## config.mk

```make
export PLATFORM = sky130hd
export DESIGN_NAME = ajl_step
export DESIGN_NICKNAME = d
export VERILOG_FILES = /design/src/rtl/core/ajl_pkg.sv /design/src/rtl/core/ajl_step.sv
export VERILOG_INCLUDE_DIRS = /design/src /design/src/rtl/core
export SDC_FILE = /design/constraint.sdc
export NUM_CORES = 1
export LEC_CHECK = 0
export ABC_AREA = 1
export BUFFER_PORTS_ARGS = -buffer_cell sky130_fd_sc_hd__buf_2
export CORE_AREA = 2 2 70 72
export DETAILED_ROUTE_END_ITERATION = 10
export DIE_AREA = 0 0 72 74
export GPL_TIMING_DRIVEN = 0
export PLACE_DENSITY = 0.71
export REMOVE_ABC_BUFFERS = 1
export SETUP_SLACK_MARGIN = 0.1
export SKIP_LAST_GASP = 1
export SLEW_MARGIN = 20
export SYNTH_ARGS = -nofsm -noshare
export SYNTH_HDL_FRONTEND = slang
export SYNTH_SLANG_ARGS = --single-unit
```

## constraint.sdc

```tcl
create_clock -name i_clk -period 5.92 [get_ports i_clk]
set_input_delay 1.184 -clock i_clk [delete_from_list [all_inputs] [get_ports i_clk]]
set_output_delay 1.184 -clock i_clk [all_outputs]
set_load 0.05 [all_outputs]
```

## src/rtl/core/axis_jog_latch_motor_drive_assert.svh

```systemverilog
// Assertion macros of the axis jog drive, used by the ajl_step module.
`ifndef AXIS_JOG_LATCH_MOTOR_DRIVE_ASSERT_SVH
`define AXIS_JOG_LATCH_MOTOR_DRIVE_ASSERT_SVH
`ifndef SYNTH
`define AJL_ASSERT_NOW(lbl, clk, rst_n, ante, cons) \
    lbl: assert property (@(posedge clk) disable iff (!rst_n) (ante) |-> (cons)) \
        else $error("ajl assertion failed");
`define AJL_ASSERT_NEXT(lbl, clk, rst_n, ante, cons) \
    lbl: assert property (@(posedge clk) disable iff (!rst_n) (ante) |=> (cons)) \
        else $error("ajl assertion failed");
`else
`define AJL_ASSERT_NOW(lbl, clk, rst_n, ante, cons)
`define AJL_ASSERT_NEXT(lbl, clk, rst_n, ante, cons)
`endif
`endif

```

## src/rtl/core/ajl_pkg.sv

```systemverilog
// Types and constants of the axis jog drive.
`timescale 1ns / 1ps
package ajl_pkg;

    typedef logic [2:0] t_mode;
    typedef logic       t_cfg_idx;

    localparam t_mode MODE_IDLE    = 3'd0;
    localparam t_mode MODE_JOG_FWD = 3'd1;
    localparam t_mode MODE_JOG_REV = 3'd2;
    localparam t_mode MODE_RUN_FWD = 3'd3;
    localparam t_mode MODE_RUN_REV = 3'd4;

    localparam t_cfg_idx CFG_LATCH_TICKS = 1'b0;
    localparam t_cfg_idx CFG_MAX_DUTY    = 1'b1;

    localparam logic [7:0] LATCH_TICKS_RST = 8'd100;
    localparam logic [7:0] MAX_DUTY_RST    = 8'd255;
    localparam logic [7:0] HOLD_MAX        = 8'd255;

    typedef struct packed {
        logic [7:0] latch_ticks;
        logic [7:0] max_duty;
    } t_cfg;

    typedef struct packed {
        logic fwd_button;
        logic rev_button;
        logic fwd_limit;
        logic rev_limit;
    } t_in;

    typedef struct packed {
        logic       drive_enable;
        logic       turn_fwd;
        logic       turn_rev;
        logic [7:0] pwm_duty;
        logic       fwd_end_lamp;
        logic       rev_end_lamp;
        t_mode      motion_state;
    } t_res;

endpackage

```

## src/rtl/core/ajl_step.sv

```systemverilog
// Motion state of the axis and its per-tick update.
`timescale 1ns / 1ps
`include "axis_jog_latch_motor_drive_assert.svh"
module ajl_step
    import ajl_pkg::*;
(
    input  logic i_clk,
    input  logic i_rst_n,
    input  logic i_adv,
    input  t_in  i_in,
    input  t_cfg i_cfg,
    output t_res o_res
);

    t_mode      r_mode;
    logic [7:0] r_duty;
    logic [7:0] r_hold;
    t_mode      n_mode;
    logic [7:0] n_duty;
    logic [7:0] n_hold;

    always_comb begin
        logic btn;
        logic lim;
        t_mode run_mode;
        n_mode = r_mode;
        n_duty = r_duty;
        n_hold = r_hold;
        btn = 1'b0;
        lim = 1'b0;
        run_mode = MODE_RUN_FWD;
        if (r_mode > MODE_RUN_REV) begin
            n_mode = MODE_IDLE;
            n_duty = 8'd0;
            n_hold = 8'd0;
        end
        if (n_mode == MODE_IDLE) begin
            if (i_in.fwd_button && !i_in.fwd_limit) begin
                n_mode = MODE_JOG_FWD;
                n_hold = 8'd0;
            end else if (i_in.rev_button && !i_in.rev_limit) begin
                n_mode = MODE_JOG_REV;
                n_hold = 8'd0;
            end
        end
        unique case (n_mode) inside
            MODE_JOG_FWD, MODE_JOG_REV: begin
                btn      = (n_mode == MODE_JOG_FWD) ? i_in.fwd_button : i_in.rev_button;
                lim      = (n_mode == MODE_JOG_FWD) ? i_in.fwd_limit : i_in.rev_limit;
                run_mode = (n_mode == MODE_JOG_FWD) ? MODE_RUN_FWD : MODE_RUN_REV;
                if (!btn || lim) begin
                    n_mode = MODE_IDLE;
                    n_duty = 8'd0;
                    n_hold = 8'd0;
                end else begin
                    if (n_duty < i_cfg.max_duty) begin
                        n_duty = n_duty + 8'd1;
                        if (n_hold < HOLD_MAX) begin
                            n_hold = n_hold + 8'd1;
                        end
                    end
                    if (n_hold > i_cfg.latch_ticks) begin
                        n_mode = run_mode;
                    end
                end
            end
            MODE_RUN_FWD, MODE_RUN_REV: begin
                lim = (n_mode == MODE_RUN_FWD) ? i_in.fwd_limit : i_in.rev_limit;
                if (lim) begin
                    n_mode = MODE_IDLE;
                    n_duty = 8'd0;
                    n_hold = 8'd0;
                end else if (n_duty < i_cfg.max_duty) begin
                    n_duty = n_duty + 8'd1;
                end
            end
            default: begin
                n_mode = MODE_IDLE;
            end
        endcase
    end

    always_ff @(posedge i_clk) begin
        if (!i_rst_n) begin
            r_mode <= MODE_IDLE;
            r_duty <= 8'd0;
            r_hold <= 8'd0;
        end else if (i_adv) begin
            r_mode <= n_mode;
            r_duty <= n_duty;
            r_hold <= n_hold;
        end
    end

    assign o_res.drive_enable = (n_mode != MODE_IDLE);
    assign o_res.turn_fwd     = (n_mode == MODE_JOG_FWD) || (n_mode == MODE_RUN_FWD);
    assign o_res.turn_rev     = (n_mode == MODE_JOG_REV) || (n_mode == MODE_RUN_REV);
    assign o_res.pwm_duty     = n_duty;
    assign o_res.fwd_end_lamp = i_in.fwd_limit;
    assign o_res.rev_end_lamp = i_in.rev_limit;
    assign o_res.motion_state = n_mode;

    `AJL_ASSERT_NOW(a_idle_clear, i_clk, i_rst_n, r_mode == MODE_IDLE,
        (r_duty == 8'd0) && (r_hold == 8'd0))
    `AJL_ASSERT_NOW(a_run_latched, i_clk, i_rst_n,
        (r_mode == MODE_RUN_FWD) || (r_mode == MODE_RUN_REV), (r_hold != 8'd0) && (r_duty != 8'd0))
    `AJL_ASSERT_NEXT(a_hold_state, i_clk, i_rst_n, !i_adv,
        $stable(r_mode) && $stable(r_duty) && $stable(r_hold))
    `AJL_ASSERT_NEXT(a_duty_step, i_clk, i_rst_n, i_adv,
        (r_duty == 8'd0) || (r_duty == $past(r_duty)) || (r_duty == ($past(r_duty) + 8'd1)))

endmodule

```

== Word level (Yosys, flattened, before mapping) ==
Index checks and enable logic that the tools add are counted.
Widths: inputs -> output; s select.
Word-level totals
  register bits: 19
  input port bits: 23
  output and inout port bits: 16
  word-level logic and storage cells: 57
Cells by class
  add/sub/neg operators: 2
  magnitude comparators: 4
  equal/unequal tests: 8
  multiplexer cells: 28
  reductions and logical operators: 12
Operators with widths (number)
  $mux 8: 14
  $pmux 8 s2: 2
  $mux 3: 8
  $add 8x1->8 const B: 2
  $eq 3x2->1 const B: 4
  $gt 8x8->1: 1
  $lt 8x8->1: 1
  $lt 8x8->1 const B: 1
  $eq 3x1->1 const B: 2
  $eq 3x3->1 const B: 2
  $pmux 3 s2: 1
  $reduce_or 2->1: 2
  $gt 3x3->1 const B: 1
  $logic_not 1->1: 3
  $logic_not 3->1: 1
  $logic_or 1x1->1: 3
  $mux 1: 3
  $reduce_bool 3->1: 1
  $logic_and 1x1->1: 2

== Logic depth before layout (Yosys ltp) ==
  depth after elaboration: 17
  gate-level depth with buffers: 29
  gate-level depth less buffers: 28

== Worst setup path after synthesis ==
No wires, ideal clock.
  kind: input port to output port
  start: input port i_in[0] (netlist name)
  end: output port o_res[13] (netlist name)
  arrival: 4.822 ns
  data required time: 4.736 ns
  path slack: -0.086 ns
  stages: 24
  path buffers: 1
  cell sequence: inv_1 nand2_1 nand2_1 nand2_2 buf_6 nand2_1 inv_1 ha_1 nand3_1 nor2_2 nand2_2 o21ai_1 a21boi_0 ha_1 a21oi_1 o21ai_0 nand2_1 nand3_1 nand2_1 a21oi_1 nand3_1 o21ai_0 nor2_1 nor2_1
RTL lines
  start, declared: line ajl_step.sv:10  | input t_in i_in,
  end, declared: line ajl_step.sv:12  | output t_res o_res

==> impl_metrics.yaml <==
status:
  outcome: "finished clean"
global_routing:
  overflow: 0
  grt_max_degree: 24
  grt_pass1_wl_um: 8760
  grtUsageTotal: 0.203
  grt_pass1_vias: 2107
  antenna_found_initial: 0
sta:
  period_needed_ns: 5.40
  min_period_over_period: 0.913
  finalHoldViolCount: 0
  fmaxAchievable_ghz: 0.185
  fin_hold_ws_ns: 0.529
  relSlewSlack: 0.485
  finalMaxSlewViolations: 0
  grt_setup_unrepaired: "false"
  setup_violations: 0
  fin_skew_ns: 0.00132
  worst_pin_slew_ns: 0.765
die:
  die_area_mm2: 0.00533
  initial_core_util: 0.487
  die_w_um: 72
  coreArea_mm2: 0.00460
  num_io_pins: 39
  core.rowCount: 25
  die_h_um: 74
clock_tree:
  ctsHtreeMaxLevel: 1
  cts_tree: "built"
  clk_latency_ns: 0.25
  cts_buffer_depth: 2
  cts.sinks: 19
  cts_made_buffers: 3
  cts_root_buf: "clkbuf_8"
  path_clk_slew_ns: 0.07
worst_setup_path:
  critPathKind: "in -> out"
  crit_start: "i_in[1]"
  crit_fanout: 8
  crit_path_start_kind: "input port"
  reg2reg_from: "r_mode[0]$_SDFFE_PN0P_"
  end_kind: "primary output"
  r2r-end: "r_mode[0]$_SDFFE_PN0P_"
  regToRegSetupSlack_ns: 2.07
  worstPathArrival_ns: 4.22
  cp.required_ns: 4.74
  reg2reg_depth: 22
finish:
  multi_input_area_mm2: 0.00157
  nets: 460
  layout-drive-gt1-share: 0.205
  fillers: 469
  seq_area_um2: 380
  syn2layout_area_growth_pct: 15.1
  antenna_cells: 0
placement:
  dp_hpwl_um: 4140
  gp_congestion: 0.902
  portBuffers: 38
power_and_ir_drop:
  p_per_area_mw_per_mm2: 189
  ir_drop_uv: 114
  p_leak_nw: 1.49
  p_total_mw: 0.488
routing:
  drt-total-wl_um: 5370
  drc: 0
  via_per_inst: 5.07
  num_vias: 2402
  post_drt_wl_per_cell_um: 11.3
  first_pass_iters: 4
  ant_nets: 0
  drt_iter0_markers: 111
synthesis:
  synth_top_family_by_area: "simple AND/OR/NAND/NOR gates"
  synthesis.area_mm2: 0.00224
  synthDistinctLibCells: 31
  syn_inst: 381
  yosysSeqAreaShare: 0.170
  synth-simple-area-share: 0.403
  synth-xor-area-share: 0.0313
  ys_ff_latch: 19
  synth_fa_ha_area_frac: 0.0893
  synth_compound_area_frac: 0.162
  yosysWarningCount: 0
  syn_avg_cell_area_um2: 5.88
  synthMuxAreaShare: 0
hold_path:
  hold_path_depth: 2
  hold_start: "r_hold[0]$_SDFFE_PN0P_"
  hold_end: "r_hold[0]$_SDFFE_PN0P_"
  hp-class: "reg -> reg"
run:
  drv_cap: 0
-- how the worst max path moves through the flow --
stage / slack (ns) / to
after floorplan: -0.09 / o_res[13]
after global placement: 0.12 / o_res[13]
after detailed placement: 0.06 / o_res[13]
after CTS: 0.14 / o_res[13]
after global routing: 0.12 / o_res[13]
final: 0.52 / o_res[13]
-- metrics by stage --
stage	setup slack, ns	area (um^2)	util	setup TNS, ns	cells
floorplan	-0.0909	2170	-	-0.0909	371
global placement	0.123	2430	0.529	0	463
detailed placement	0.0560	2430	0.529	0	463
CTS	0.137	2480	0.540	0	467
global route	0.116	2580	0.561	0	474
finish	0.516	2580	0.561	0	474
-- layer usage --
| metal | GRT usage | up-vias | routed length [um] |
|---|---|---|---|
| met5 | 0 | - | 0 |
| met4 | 0.0608 | 0 | 32 |
| met3 | 0.0136 | 4 | 169 |
| met2 | 0.388 | 55 | 2740 |
| met1 | 0.243 | 1055 | 2430 |
| li1 | - | 1288 | - |
-- what timing repair did --
action / CTS / global route
hold endpoints to repair: 0 / 0
setup buffers: 0 / 7
hold buffers: 0 / 0
pin swaps: 0 / 4
resized for setup: 1 / 11
cloned: 0 / 0
setup endpoints to repair: 1 / 5
-- placed cells by master (no fill, tap or decap), drive strengths merged, types with 6 or more instances in the layout --
cell type	instances
nand4	7
buf	45
nand2	104
nor2	38
nand3	40
o21ai	27
ha	16
xor2	6
and2	6
dfxtp	19
inv	68
a21oi	29
-- Yosys cell counts --
master    instances  area share
a21oi_1          28       0.063
a31oi_1           3      0.0084
o21ai_2           1      0.0039
buf_4             3       0.010
nand2_2          12       0.033
o21ai_1           3      0.0067
xor2_1            6       0.023
buf_6             2       0.010
nand2_1          92        0.15
inv_1            64        0.11
o21bai_1          1      0.0034
nand3_1          39       0.087
clkinv_1          1      0.0017
and2_1            6       0.017
xnor2_1           2      0.0078
a21oi_4           1      0.0073
buf_2             2      0.0045
or2_2             2      0.0056
nand4_1           7       0.020
nor2_1           29       0.049
nand3_2           1      0.0045
nor2_2            7       0.020
ha_1             16       0.089
clkbuf_1          3      0.0050
nand3b_1          1      0.0034
inv_2             4      0.0067
a21boi_0          1      0.0034
dfxtp_1          19        0.17
o21ai_0          20       0.045
o21ai_4           3       0.022
nor2_4            2       0.010
-- cell type report --
type                    instances  area share
repair buffers                 45       0.101
clock buffers                   3      0.0160
flip-flops and latches         19       0.147
inverters                      69       0.100
clock inverters                 1     0.00194
well taps                      54      0.0262
multi-input cells             283       0.607
-- flip-flops by register name, summed over array words and instances (netlist names) --
name	flops
r_duty	8
r_hold	8
r_mode	3
-- kinds of logic after synthesis --
group                      Yosys count
buffers and inverters               79
DFF                                 19
adders and majority gates           16
AOI/OAI and AO/OA                   61
and+or+nand+nor                    198
xor gates and xnor gates             8
-- power breakdown --
part | internal [mW] | total [mW] | switching (mW)
Sequential | 0.137 | 0.144 | 0.00676
Clock | 0.0468 | 0.0905 | 0.0438
Combinational | 0.0824 | 0.254 | 0.171
-- critical path, cell delays in order --
cell and delay (ns):
buf_2 0.09, inv_1 0.04, nand2_1 0.10, nand2_1 0.10
nand2_4 0.12, nand2_1 0.07, inv_1 0.12, ha_1 0.20
nand3_1 0.16, nor2_4 0.19, buf_4 0.13, xnor2_1 0.10
nand3_1 0.10, and2_1 0.15, ha_1 0.26, nand2_1 0.04
nor2_1 0.11, nand2_1 0.08, nand3_1 0.07, nand2_1 0.09
a21oi_2 0.15, nand3b_1 0.18, nand2_2 0.08, nor2_1 0.13
buf_6 0.17
Power figures use the tool's default switching activity.
